--- src/rtl/bbcs_pkg.sv ---
package bbcs_pkg;

    localparam int PACKET_LEN   = 16;
    localparam int REPLY_DEPTH  = 32;
    localparam int SYNC_RUN     = 6;
    localparam int ID_LEN       = 14;
    localparam int ID_REPLY_LEN = ID_LEN + 2;
    localparam int REG_DEPTH    = 16;

    localparam int RX_IDX_W    = $clog2(PACKET_LEN);
    localparam int RX_PTR_W    = $clog2(PACKET_LEN + 1);
    localparam int REPLY_IDX_W = $clog2(REPLY_DEPTH);
    localparam int REPLY_PTR_W = $clog2(REPLY_DEPTH + 1);
    localparam int REG_IDX_W   = $clog2(REG_DEPTH);
    localparam int SWEEP_MAX   = (ID_REPLY_LEN > PACKET_LEN) ? ID_REPLY_LEN : PACKET_LEN;
    localparam int SWEEP_W     = $clog2(SWEEP_MAX);
    localparam int FF_RUN_W    = 3;
    localparam int FF_RUN_MAX  = 7;

    localparam logic [7:0] SYNC_BYTE = 8'hFF;

    localparam logic [1:0] OP_UART  = 2'd0;
    localparam logic [1:0] OP_WRITE = 2'd1;
    localparam logic [1:0] OP_READ  = 2'd2;

    localparam logic [1:0] PH_TOP   = 2'd0;
    localparam logic [1:0] PH_RADDR = 2'd1;
    localparam logic [1:0] PH_WDATA = 2'd2;

    localparam int CFG_IDX_W = 3;
    localparam logic [CFG_IDX_W-1:0] CFG_PING        = 3'd0;
    localparam logic [CFG_IDX_W-1:0] CFG_IDENT       = 3'd1;
    localparam logic [CFG_IDX_W-1:0] CFG_REG_READ    = 3'd2;
    localparam logic [CFG_IDX_W-1:0] CFG_REG_WRITE   = 3'd3;
    localparam logic [CFG_IDX_W-1:0] CFG_SONAR       = 3'd4;
    localparam logic [CFG_IDX_W-1:0] CFG_BOARD_RESET = 3'd5;

    typedef logic [7:0] t_byte;

    typedef struct packed {
        logic [1:0] op;
        logic [7:0] data;
    } t_in_item;

    typedef struct packed {
        logic [7:0] read_byte;
        logic       read_overrun;
        logic       reset_pulse;
    } t_out_item;

    typedef struct packed {
        logic latch;
        logic exec;
        logic sweep;
        logic load_out;
    } t_ctrl_cmd;

    typedef struct packed {
        logic start_sweep;
        logic sweep_last;
    } t_dp_status;

    function automatic t_byte ident_byte(input logic [SWEEP_W-1:0] idx);
        t_byte b;
        case (idx)
            SWEEP_W'(0):  b = 8'(ID_LEN);
            SWEEP_W'(1):  b = 8'h42;
            SWEEP_W'(2):  b = 8'h6C;
            SWEEP_W'(3):  b = 8'h61;
            SWEEP_W'(4):  b = 8'h63;
            SWEEP_W'(5):  b = 8'h6B;
            SWEEP_W'(6):  b = 8'h66;
            SWEEP_W'(7):  b = 8'h69;
            SWEEP_W'(8):  b = 8'h6E;
            SWEEP_W'(9):  b = 8'h20;
            SWEEP_W'(10): b = 8'h42;
            SWEEP_W'(11): b = 8'h6F;
            SWEEP_W'(12): b = 8'h61;
            SWEEP_W'(13): b = 8'h72;
            SWEEP_W'(14): b = 8'h64;
            default:      b = 8'h00;
        endcase
        return b;
    endfunction

endpackage

--- src/rtl/bbcs_ctrl.sv ---
module bbcs_ctrl (
    input  logic                  i_clk,
    input  logic                  i_rst_n,
    input  logic                  i_in_valid,
    output logic                  o_in_ready,
    output logic                  o_out_valid,
    input  logic                  i_out_ready,
    input  bbcs_pkg::t_dp_status  i_status,
    output bbcs_pkg::t_ctrl_cmd   o_cmd
);

    localparam logic [1:0] S_IDLE   = 2'd0;
    localparam logic [1:0] S_EXEC   = 2'd1;
    localparam logic [1:0] S_SWEEP  = 2'd2;
    localparam logic [1:0] S_FINISH = 2'd3;

    logic [1:0] r_state, n_state;
    logic       r_out_valid, n_out_valid;
    logic       out_free;

    assign o_in_ready  = (r_state == S_IDLE);
    assign o_out_valid = r_out_valid;
    assign out_free    = !r_out_valid || i_out_ready;

    always_comb begin
        n_state        = r_state;
        o_cmd          = '0;
        o_cmd.latch    = (r_state == S_IDLE) && i_in_valid;
        unique case (r_state)
            S_IDLE: begin
                if (i_in_valid) n_state = S_EXEC;
            end
            S_EXEC: begin
                o_cmd.exec = 1'b1;
                n_state    = i_status.start_sweep ? S_SWEEP : S_FINISH;
            end
            S_SWEEP: begin
                o_cmd.sweep = 1'b1;
                if (i_status.sweep_last) n_state = S_FINISH;
            end
            S_FINISH: begin
                if (out_free) begin
                    o_cmd.load_out = 1'b1;
                    n_state        = S_IDLE;
                end
            end
            default: n_state = S_IDLE;
        endcase
    end

    always_comb begin
        n_out_valid = r_out_valid;
        if (r_out_valid && i_out_ready) n_out_valid = 1'b0;
        if (o_cmd.load_out) n_out_valid = 1'b1;
    end

    always_ff @(posedge i_clk) begin
        if (!i_rst_n) begin
            r_state     <= S_IDLE;
            r_out_valid <= 1'b0;
        end else begin
            r_state     <= n_state;
            r_out_valid <= n_out_valid;
        end
    end

endmodule

--- src/rtl/bbcs_dp.sv ---
module bbcs_dp (
    input  logic                              i_clk,
    input  logic                              i_rst_n,
    input  bbcs_pkg::t_ctrl_cmd               i_cmd,
    output bbcs_pkg::t_dp_status              o_status,
    input  bbcs_pkg::t_in_item                i_in_item,
    output bbcs_pkg::t_out_item               o_out_item,
    input  logic                              i_cfg_we,
    input  logic [bbcs_pkg::CFG_IDX_W-1:0]    i_cfg_idx,
    input  logic [7:0]                        i_cfg_data
);

    logic [1:0]                        r_op;
    bbcs_pkg::t_byte                   r_data;
    bbcs_pkg::t_byte                   r_code_ping, r_code_ident, r_code_reg_read;
    bbcs_pkg::t_byte                   r_code_reg_write, r_code_sonar, r_code_board_reset;
    logic [1:0]                        r_phase;
    logic                              r_param_seen;
    logic [bbcs_pkg::REG_IDX_W-1:0]    r_pend_addr;
    bbcs_pkg::t_byte                   r_reg_file [bbcs_pkg::REG_DEPTH];
    bbcs_pkg::t_byte                   r_reply_buf [bbcs_pkg::REPLY_DEPTH];
    logic [bbcs_pkg::REPLY_PTR_W-1:0]  r_reply_ptr;
    logic [bbcs_pkg::FF_RUN_W-1:0]     r_ff_run;
    logic [bbcs_pkg::RX_PTR_W-1:0]     r_rx_ptr;
    bbcs_pkg::t_byte                   r_rx_store [bbcs_pkg::PACKET_LEN];
    bbcs_pkg::t_byte                   r_snapshot [bbcs_pkg::PACKET_LEN];
    logic                              r_sweep_sonar;
    logic [bbcs_pkg::SWEEP_W-1:0]      r_sweep_cnt;
    bbcs_pkg::t_out_item               r_res;
    bbcs_pkg::t_out_item               r_out;

    logic                              top_level;
    logic                              is_write;
    logic                              sel_ping, sel_ident, sel_rr, sel_rw, sel_br, sel_sonar;
    bbcs_pkg::t_byte                   n_rx_store [bbcs_pkg::PACKET_LEN];
    logic [bbcs_pkg::RX_PTR_W-1:0]     ptr_inc;
    logic [bbcs_pkg::RX_PTR_W-1:0]     n_rx_ptr;
    logic [bbcs_pkg::FF_RUN_W-1:0]     n_ff_run;
    logic                              snap_take;
    bbcs_pkg::t_out_item               n_res;
    logic                              ptr_in_range;

    always_comb begin
        top_level = (r_phase != bbcs_pkg::PH_RADDR) && (r_phase != bbcs_pkg::PH_WDATA);
        is_write  = (r_op == bbcs_pkg::OP_WRITE);
        sel_ping  = (r_data == r_code_ping);
        sel_ident = !sel_ping && (r_data == r_code_ident);
        sel_rr    = !sel_ping && !sel_ident && (r_data == r_code_reg_read);
        sel_rw    = !sel_ping && !sel_ident && !sel_rr && (r_data == r_code_reg_write);
        sel_br    = !sel_ping && !sel_ident && !sel_rr && !sel_rw
                    && (r_data == r_code_board_reset);
        sel_sonar = !sel_ping && !sel_ident && !sel_rr && !sel_rw && !sel_br
                    && (r_data == r_code_sonar);
    end

    assign o_status.start_sweep = is_write && top_level && (sel_ident || sel_sonar);
    assign o_status.sweep_last  = r_sweep_sonar
        ? (r_sweep_cnt == bbcs_pkg::SWEEP_W'(bbcs_pkg::PACKET_LEN - 1))
        : (r_sweep_cnt == bbcs_pkg::SWEEP_W'(bbcs_pkg::ID_REPLY_LEN - 1));

    always_comb begin
        n_rx_store = r_rx_store;
        ptr_inc    = r_rx_ptr;
        if (r_rx_ptr < bbcs_pkg::RX_PTR_W'(bbcs_pkg::PACKET_LEN)) begin
            n_rx_store[r_rx_ptr[bbcs_pkg::RX_IDX_W-1:0]] = r_data;
            ptr_inc = r_rx_ptr + bbcs_pkg::RX_PTR_W'(1);
        end
        snap_take = (ptr_inc >= bbcs_pkg::RX_PTR_W'(bbcs_pkg::PACKET_LEN));
        if (r_data == bbcs_pkg::SYNC_BYTE) begin
            n_ff_run = (r_ff_run < bbcs_pkg::FF_RUN_W'(bbcs_pkg::FF_RUN_MAX))
                ? r_ff_run + bbcs_pkg::FF_RUN_W'(1) : r_ff_run;
            n_rx_ptr = (n_ff_run >= bbcs_pkg::FF_RUN_W'(bbcs_pkg::SYNC_RUN))
                ? '0 : ptr_inc;
        end else begin
            n_ff_run = '0;
            n_rx_ptr = ptr_inc;
        end
    end

    always_comb begin
        ptr_in_range = (r_reply_ptr < bbcs_pkg::REPLY_PTR_W'(bbcs_pkg::REPLY_DEPTH));
        n_res        = '0;
        if (r_op == bbcs_pkg::OP_READ) begin
            if (ptr_in_range) begin
                n_res.read_byte = r_reply_buf[r_reply_ptr[bbcs_pkg::REPLY_IDX_W-1:0]];
            end else begin
                n_res.read_overrun = 1'b1;
            end
        end
        n_res.reset_pulse = is_write && top_level && sel_br;
    end

    always_ff @(posedge i_clk) begin
        if (!i_rst_n) begin
            r_op               <= bbcs_pkg::OP_UART;
            r_data             <= '0;
            r_code_ping        <= 8'd0;
            r_code_ident       <= 8'd1;
            r_code_reg_read    <= 8'd2;
            r_code_reg_write   <= 8'd3;
            r_code_sonar       <= 8'd4;
            r_code_board_reset <= 8'd5;
            r_phase            <= bbcs_pkg::PH_TOP;
            r_param_seen       <= 1'b0;
            r_pend_addr        <= '0;
            r_reply_ptr        <= '0;
            r_ff_run           <= '0;
            r_rx_ptr           <= '0;
            r_sweep_sonar      <= 1'b0;
            r_sweep_cnt        <= '0;
            r_res              <= '0;
            r_out              <= '0;
            for (int i = 0; i < bbcs_pkg::REG_DEPTH; i++) r_reg_file[i] <= '0;
            for (int i = 0; i < bbcs_pkg::REPLY_DEPTH; i++) r_reply_buf[i] <= '0;
            for (int i = 0; i < bbcs_pkg::PACKET_LEN; i++) begin
                r_rx_store[i] <= '0;
                r_snapshot[i] <= '0;
            end
        end else begin
            if (i_cfg_we) begin
                unique case (i_cfg_idx)
                    bbcs_pkg::CFG_PING:        r_code_ping        <= i_cfg_data;
                    bbcs_pkg::CFG_IDENT:       r_code_ident       <= i_cfg_data;
                    bbcs_pkg::CFG_REG_READ:    r_code_reg_read    <= i_cfg_data;
                    bbcs_pkg::CFG_REG_WRITE:   r_code_reg_write   <= i_cfg_data;
                    bbcs_pkg::CFG_SONAR:       r_code_sonar       <= i_cfg_data;
                    bbcs_pkg::CFG_BOARD_RESET: r_code_board_reset <= i_cfg_data;
                    default: ;
                endcase
            end

            if (i_cmd.latch) begin
                r_op   <= i_in_item.op;
                r_data <= i_in_item.data;
            end

            if (i_cmd.exec) begin
                r_res <= n_res;
                unique case (r_op)
                    bbcs_pkg::OP_UART: begin
                        r_rx_store <= n_rx_store;
                        if (snap_take) r_snapshot <= n_rx_store;
                        r_ff_run <= n_ff_run;
                        r_rx_ptr <= n_rx_ptr;
                    end
                    bbcs_pkg::OP_WRITE: begin
                        r_reply_ptr <= '0;
                        priority if (r_phase == bbcs_pkg::PH_RADDR) begin
                            r_param_seen   <= 1'b0;
                            r_phase        <= bbcs_pkg::PH_TOP;
                            r_reply_buf[0] <= 8'd1;
                            r_reply_buf[1] <= r_reg_file[r_data[bbcs_pkg::REG_IDX_W-1:0]];
                        end else if (r_phase == bbcs_pkg::PH_WDATA) begin
                            if (!r_param_seen) begin
                                r_pend_addr  <= r_data[bbcs_pkg::REG_IDX_W-1:0];
                                r_param_seen <= 1'b1;
                            end else begin
                                r_param_seen            <= 1'b0;
                                r_phase                 <= bbcs_pkg::PH_TOP;
                                r_reg_file[r_pend_addr] <= r_data;
                            end
                        end else if (sel_ping) begin
                            r_reply_buf[0] <= 8'd0;
                        end else if (sel_ident) begin
                            r_sweep_sonar <= 1'b0;
                            r_sweep_cnt   <= '0;
                        end else if (sel_rr) begin
                            r_phase      <= bbcs_pkg::PH_RADDR;
                            r_param_seen <= 1'b0;
                        end else if (sel_rw) begin
                            r_phase      <= bbcs_pkg::PH_WDATA;
                            r_param_seen <= 1'b0;
                        end else if (sel_sonar) begin
                            r_reply_buf[0] <= 8'(bbcs_pkg::PACKET_LEN);
                            r_sweep_sonar  <= 1'b1;
                            r_sweep_cnt    <= '0;
                        end
                    end
                    bbcs_pkg::OP_READ: begin
                        if (ptr_in_range) r_reply_ptr <= r_reply_ptr + bbcs_pkg::REPLY_PTR_W'(1);
                    end
                    default: ;
                endcase
            end

            if (i_cmd.sweep) begin
                if (r_sweep_sonar) begin
                    r_reply_buf[bbcs_pkg::REPLY_IDX_W'(r_sweep_cnt) + bbcs_pkg::REPLY_IDX_W'(1)]
                        <= r_snapshot[r_sweep_cnt[bbcs_pkg::RX_IDX_W-1:0]];
                end else begin
                    r_reply_buf[bbcs_pkg::REPLY_IDX_W'(r_sweep_cnt)]
                        <= bbcs_pkg::ident_byte(r_sweep_cnt);
                end
                r_sweep_cnt <= r_sweep_cnt + bbcs_pkg::SWEEP_W'(1);
            end

            if (i_cmd.load_out) r_out <= r_res;
        end
    end

    assign o_out_item = r_out;

endmodule

--- src/rtl/byte_bus_command_slave.sv ---
// Byte-wide bus slave that takes one transaction at a time: a UART byte, a byte
// written by the bus master, or a byte read by the bus master, each producing one
// result transaction. For UART bytes, plain commands, register accesses and reads the
// result is registered at the output after the execute and finish states; for the identity and
// sonar commands a sweep state lies between them, in which the reply buffer is filled one
// byte per cycle through its single write port. A result is registered only once the
// output is free, and the next transaction is accepted in the cycle after that, even while
// that result still waits at the output, so no transaction is taken while another is
// still in flight.
module byte_bus_command_slave (
    input  logic                           i_clk,
    input  logic                           i_rst_n,
    input  logic                           i_in_valid,
    output logic                           o_in_ready,
    input  bbcs_pkg::t_in_item             i_in_item,
    output logic                           o_out_valid,
    input  logic                           i_out_ready,
    output bbcs_pkg::t_out_item            o_out_item,
    input  logic                           i_cfg_we,
    input  logic [bbcs_pkg::CFG_IDX_W-1:0] i_cfg_idx,
    input  logic [7:0]                     i_cfg_data
);

    bbcs_pkg::t_ctrl_cmd  cmd;
    bbcs_pkg::t_dp_status status;

    bbcs_ctrl u_ctrl (
        .i_clk       (i_clk),
        .i_rst_n     (i_rst_n),
        .i_in_valid  (i_in_valid),
        .o_in_ready  (o_in_ready),
        .o_out_valid (o_out_valid),
        .i_out_ready (i_out_ready),
        .i_status    (status),
        .o_cmd       (cmd)
    );

    bbcs_dp u_dp (
        .i_clk      (i_clk),
        .i_rst_n    (i_rst_n),
        .i_cmd      (cmd),
        .o_status   (status),
        .i_in_item  (i_in_item),
        .o_out_item (o_out_item),
        .i_cfg_we   (i_cfg_we),
        .i_cfg_idx  (i_cfg_idx),
        .i_cfg_data (i_cfg_data)
    );

    a_one_at_a_time: assert property (@(posedge i_clk) disable iff (!i_rst_n)
        i_in_valid && o_in_ready |=> !o_in_ready)
        else $error("transaction accepted while another is in flight");

    a_overrun_reads_zero: assert property (@(posedge i_clk) disable iff (!i_rst_n)
        o_out_valid && o_out_item.read_overrun |-> o_out_item.read_byte == 8'd0)
        else $error("overrun result carries a nonzero byte");

    a_pulse_not_overrun: assert property (@(posedge i_clk) disable iff (!i_rst_n)
        o_out_valid |-> !(o_out_item.read_overrun && o_out_item.reset_pulse))
        else $error("reset pulse and overrun in the same result");

endmodule

--- config.mk ---
export PLATFORM = sky130hd
export DESIGN_NAME = byte_bus_command_slave
export DESIGN_NICKNAME = d
export VERILOG_FILES = /design/src/rtl/bbcs_pkg.sv /design/src/rtl/bbcs_ctrl.sv /design/src/rtl/bbcs_dp.sv /design/src/rtl/byte_bus_command_slave.sv
export SDC_FILE = /design/constraint.sdc
export NUM_CORES = 1
export LEC_CHECK = 0
export BUFFER_PORTS_ARGS = -buffer_cell sky130_fd_sc_hd__buf_4
export CAP_MARGIN = 40
export CORE_MARGIN = 3
export CORE_UTILIZATION = 40
export DETAILED_ROUTE_END_ITERATION = 7
export PLACE_DENSITY_LB_ADDON = 0.1
export RECOVER_POWER = 50
export SLEW_MARGIN = 0
export SYNTH_ARGS = -nofsm -noshare
export SYNTH_HDL_FRONTEND = slang
export SYNTH_SLANG_ARGS = --single-unit
--- constraint.sdc ---
create_clock -name i_clk -period 3.05 [get_ports i_clk]
set_clock_uncertainty 0.15 [all_clocks]
set_input_delay 0.305 -clock i_clk [delete_from_list [all_inputs] [get_ports i_clk]]
set_output_delay 0.305 -clock i_clk [all_outputs]
set_load 0.03 [all_outputs]
# Yosys cells after proc, flatten, opt, wreduce, memory -nomap -nowiden
# Memory sizes are Yosys's and may differ from the RTL's. A register that Yosys moved wholly into a read port is not among the register bits.
# Index checks and enable logic that the tools add are counted.
dict set report totals {
  register_bits 363
  latch_bits 0
  ramBits 384
  rom_bits 112
  inputBits 26
  out_inout_bits 12
  mem_count 3
}
# memory words word_bits rd rd_clocked_by_memory_dff wr line
set mem_list {}
lappend mem_list {u_dp.r_reply_buf 32 8 1 1 32 bbcs_dp.sv:21} ;# bbcs_pkg::t_byte r_reply_buf [bbcs_pkg::REPLY_DEPTH];
lappend mem_list {u_dp.r_reg_file 16 8 1 1 16 bbcs_dp.sv:20} ;# bbcs_pkg::t_byte r_reg_file [bbcs_pkg::REG_DEPTH];
lappend mem_list {{(no name shown)} 16 7 1 1 0 bbcs_pkg.sv:65} ;# case (idx)
dict set report classes {
  addsub 5
  mul 0
  n_div 0
  order_cmp 8
  eq_ne 36
  n_shift 0
  muxes 117
  bitwise 10
  n_reduce_logical 52
}
# op count
set ops {}
lappend ops {{$bwmux 128} 1}
lappend ops {{$mux 128} 1}
lappend ops {{$mux 8} 14}
lappend ops {{$mux 1} 61}
lappend ops {{$mux 4} 15}
lappend ops {{$eq 8x8->1} 6}
lappend ops {{$mux 5} 7}
lappend ops {{$bmux 8 s4} 1}
lappend ops {{$demux 8 s4} 1}
lappend ops {{$reduce_or 8->1} 3}
lappend ops {{$mux 2} 10}
lappend ops {{$logic_and 1x1->1} 16}
lappend ops {{$reduce_and 8->1} 2}
lappend ops {{$ge 5x5->1 const B} 3}
lappend ops {{$reduce_and 2->1} 7}
lappend ops {{$ne 2x2->1 const B} 6}
lappend ops {{$pmux 6 s2} 1}
lappend ops {{$ne 2x1->1 const B} 5}
lappend ops {{$not 4->5} 2}
lappend ops {{$reduce_and 5->1} 2}
lappend ops {{$reduce_bool 2->1} 5}
lappend ops {{$mux 9} 1}
lappend ops {{$reduce_and 3->1} 3}
lappend ops {{$eq 2x2->1 const B} 4}
lappend ops {{other kinds (31)} 51}

# Logic depth before layout (Yosys ltp)
dict set report logic_depth {
  word_depth 29
  depth_mapped 14
  depth_no_buf 13
}

# By module
# From an unflattened synthesis, not the netlist that was laid out.
dict set report unflattened {
  cells_unflattened 3009
  area_unflattened_um2 33724.8
}
# mod n_inst cells_each area_per_inst_um2
set modules_own_cells {}
lappend modules_own_cells {bbcs_dp 1 2982 33462.1}
lappend modules_own_cells {bbcs_ctrl 1 27 262.8}

# Worst setup path after synthesis
# No wires, ideal clock.
dict set report synth_path {
  path_type {flip-flop to flip-flop}
  from {register u_dp.r_data[4]}
  to {register (tool-made name)}
  setup_time_ns 0.079
  arrival_ns 2.630
  required_ns 2.821
  setup_slack_ns 0.191
  path_stages_with_launch 13
  period_less_slack_ns 2.859
  cell_sequence {dfxtp_1 -> buf_4 -> xor2_1 -> nor4_1 -> nand2_1 -> a21boi_2 -> o21ai_4 -> nor2_1 -> o21ai_1 -> inv_1 -> ha_1 -> mux2_1 -> a22oi_1}
}
# element line
set synth_rtl {}
lappend synth_rtl {{from (decl)} bbcs_dp.sv:14} ;# bbcs_pkg::t_byte r_data;
lappend synth_rtl {{from (signal assigned)} bbcs_dp.sv:134} ;# r_data <= i_in_item.data;

==> metrics.cfg <==
[layout]
fin_nets=3178
antenna_cells=0
area_growth_pct=15.8
drive_gt1_frac=0.149

[synthesis]
syn-instance-count=2993
synth_top_cell_by_area=edfxtp_1
synth_cell_types=70
synth_seq_cells=763
synth_edf_count=384
ys.flop_type=edfxtp_1
syn_area_um2=33700
yosysWarnings=0
synth_seq_area_share=0.567
synth_top_area_share=0.342
synth-async-reset-ratio=0
synth_area_leaders=edfxtp_1, dfxtp_1, mux4_2, nand2_1, nor2_1
syn_area_per_cell_um2=11.3

[worst_setup_path]
cp-start-kind=flip-flop
cpMaxStageDelayCell=mux4_2
cp.arrival_ns=3.13
crit_fanout=22
path_cells=buf_12 -> clkbuf_2 -> mux4_2 -> mux4_2 -> mux2i_2 -> buf_12 -> o22ai_1
criticalPathCategory=reg -> reg
worst_setup_path_end_kind=flip-flop
required_ns=3.26
slowest_delay_ns=0.53

[die]
die_w_um=296
dieArea_um2=87900
rows=105
io_pins=38
fp.dieH_um=296
fp.coreArea_um2=82800
start_util=0.408

[outcome]
outcome=finished, final reports clean

[grt]
grt_max_degree=134
antenna_found_initial=1
grt_busiest_layer=met2
met2_usage=0.356
grt_pass1_vias=22900
use_met1=0.280
grt_overflow=0
grt.total_usage=0.207
grt_first_pass_wirelength_um=139000
use_met3=0.0235

[sta]
rsz0062_at_grt=no
fmax_mhz=341
hold_viol=0
fin_ws_ns=0.122
slew_violations=0
setup_violations=0
tightestPinTransition_ns=1.47
setup-tns-final_ns=0
max_slew_margin=0.0218
period_needed_ns=2.93
post-route-period-util=0.960

[placement]
gp_congestion=0.873
io_buffer_count=37
post-place-ws_ns=0.0944
dpl.hpwl_um=60000

[route]
ant_nets=0
viasPerCell=5.32
drt_iter0_markers=1458
drt-total-wl_um=89800
drc=0
vias=22700
wl_per_cell_um=21.0
first_pass_iters=7

[clocking]
clk_pin_slew_ns=0.06
clock_sinks=763
htree_levels=3
insertion_delay_ns=0.66
post_cts_buffers=0
root_buffer=clkbuf_16
tritoncts=done
cts_max_path_buffers=3
numCtsBuffers=86

[power]
leakagePower_nw=13.1
irDropWorstVdd_mv=0.459
p_per_area_nw_per_um2=642

[run]
cap_violations=0

[worst_hold_path]
hold_class=in -> reg

==> where the power goes <==
part / switching (mW) / total [mW] / internal [mW]
registers: 0.230 / 11.3 / 11.1
clock network: 4.34 / 10.6 / 6.27
logic: 2.04 / 3.12 / 1.09
total: 6.60 / 25.1 / 18.5
==> path summary, 6_finish.rpt <==
path	from	to	slack, ns	cells after the start
setup / recovery	u_dp.r_sweep_cnt[1]$_SDFFE_PN0N_	u_dp.r_reply_buf[1][5]$_DFFE_PP_	0.12	7
hold / removal	i_in_item[3]	u_dp.r_data[3]$_SDFFE_PN0P_	0.04	3
setup reg to reg	u_dp.r_sweep_cnt[1]$_SDFFE_PN0N_	u_dp.r_reply_buf[1][5]$_DFFE_PP_	0.12	7
hold reg to reg	u_dp.r_rx_store[55]$_SDFFE_PN0P_	u_dp.r_rx_store[55]$_SDFFE_PN0P_	0.30	2
==> cell families (layout without fill, tap and decap cells) <==
| group | Yosys count | after routing | synth area share |
|---|---|---|---|
| adder cells (fa/ha/maj) | 22 | 22 | 0.00816 |
| AND/OR/NAND/NOR | 1142 | 1142 | 0.147 |
| multiplexers | 301 | 301 | 0.150 |
| flip-flops | 763 | 763 | 0.567 |
| other | 1 | 80 | 0.000111 |
| AO/OA/AOI/OAI | 432 | 432 | 0.0789 |
| buffers and inverters | 276 | 402 | 0.0348 |
| XOR/XNOR | 56 | 56 | 0.0145 |
==> per-layer routing <==
layer  wire length [um]  share of wire
met1              40200           0.45
met2              44100           0.49
met3               3250          0.036
met4               2280          0.025
met5                  0              0
==> through the flow <==
stage / area [um^2] / instances / utilization / power (mW) / hold WS (ns)
3_3_place_gp: 36100 / 4091 / 0.436 / 14.7 / 0.292
3_5_place_dp: 36100 / 4091 / 0.436 / 14.7 / 0.296
5_1_grt: 39100 / 4268 / 0.472 / 26.0 / 0.0253
6_report: 39100 / 4268 / 0.472 / 25.1 / 0.0413
4_1_cts: 39300 / 4268 / 0.474 / 25.4 / 0.00635
2_1_floorplan: 34000 / 3072 / - / 13.4 / 0.279
==> Yosys cell counts, drive strengths merged, types with 2 or more instances <==
cell and instances:
o31a 2, mux4 160, a22oi 4, or3 6, a41oi 2, nor3b 2, and3 6, buf 74
a311oi 24, o21a 2, inv 37, clkbuf 165, nor4 12, nor2b 6, nand2b 14, mux2i 138
o31ai 4, edfxtp 384, nand3b 4, a31oi 6, nand2 466, o21ai 61, o22ai 10, xnor2 11
nor3 13, mux2 3, a21oi 201, dfxtp 379, a21boi 2, ha 22, and2 152, xor2 45
a211oi 104, nand3 54, nand4 9, nor2 391
==> state kept, by name, summed over array words and instances, names as in the netlist, 10 cells and up, named ones only <==
signal and count:
u_dp.r_snapshot 128, u_dp.r_reply_buf 256, u_dp.o_out_item 10, u_dp.r_res 10
u_dp.r_rx_store 128, u_dp.r_reg_file 128
==> cell usage in the layout, fill, tap and decap left out, types with 72 or more instances in the layout <==
| master | Yosys | routed |
|---|---|---|
| mux4_2 | 160 | 160 |
| nand2_1 | 466 | 466 |
| conb_1 | 1 | 80 |
| buf_4 | 19 | 120 |
| a21oi_1 | 201 | 201 |
| clkbuf_16 | 0 | 86 |
| a211oi_1 | 104 | 104 |
| mux2i_1 | 131 | 131 |
| and2_1 | 150 | 79 |
| nor2_1 | 391 | 390 |
| edfxtp_1 | 384 | 384 |
| dfxtp_1 | 379 | 367 |
| and2_0 | 1 | 72 |
==> layout make-up <==
type,count,area (um^2)
Clock buffer,122,2420
Clock inverter,34,515
Fill cell,7649,43700
Inverter,37,140
Multi-Input combinational cell,2033,13700
Sequential cell,763,19100
Tap cell,1070,1340
Timing Repair Buffer,209,1780
==> repair_timing <==
item	4_1_cts	5_1_grt
setup endpoints to repair	0	4
endpoints found under the hold margin	64	0
gates resized for setup	0	5
hold buffers	21	0
==> critical path: cells and delay by family, from the launching register on <==
kind	cells	cell delay, ns
flip-flops	1	0.40
buffers and inverters	3	0.80
AO/OA/AOI/OAI	1	0.10
multiplexers	3	1.18
No activity file was read; power rests on OpenSTA's default activity.
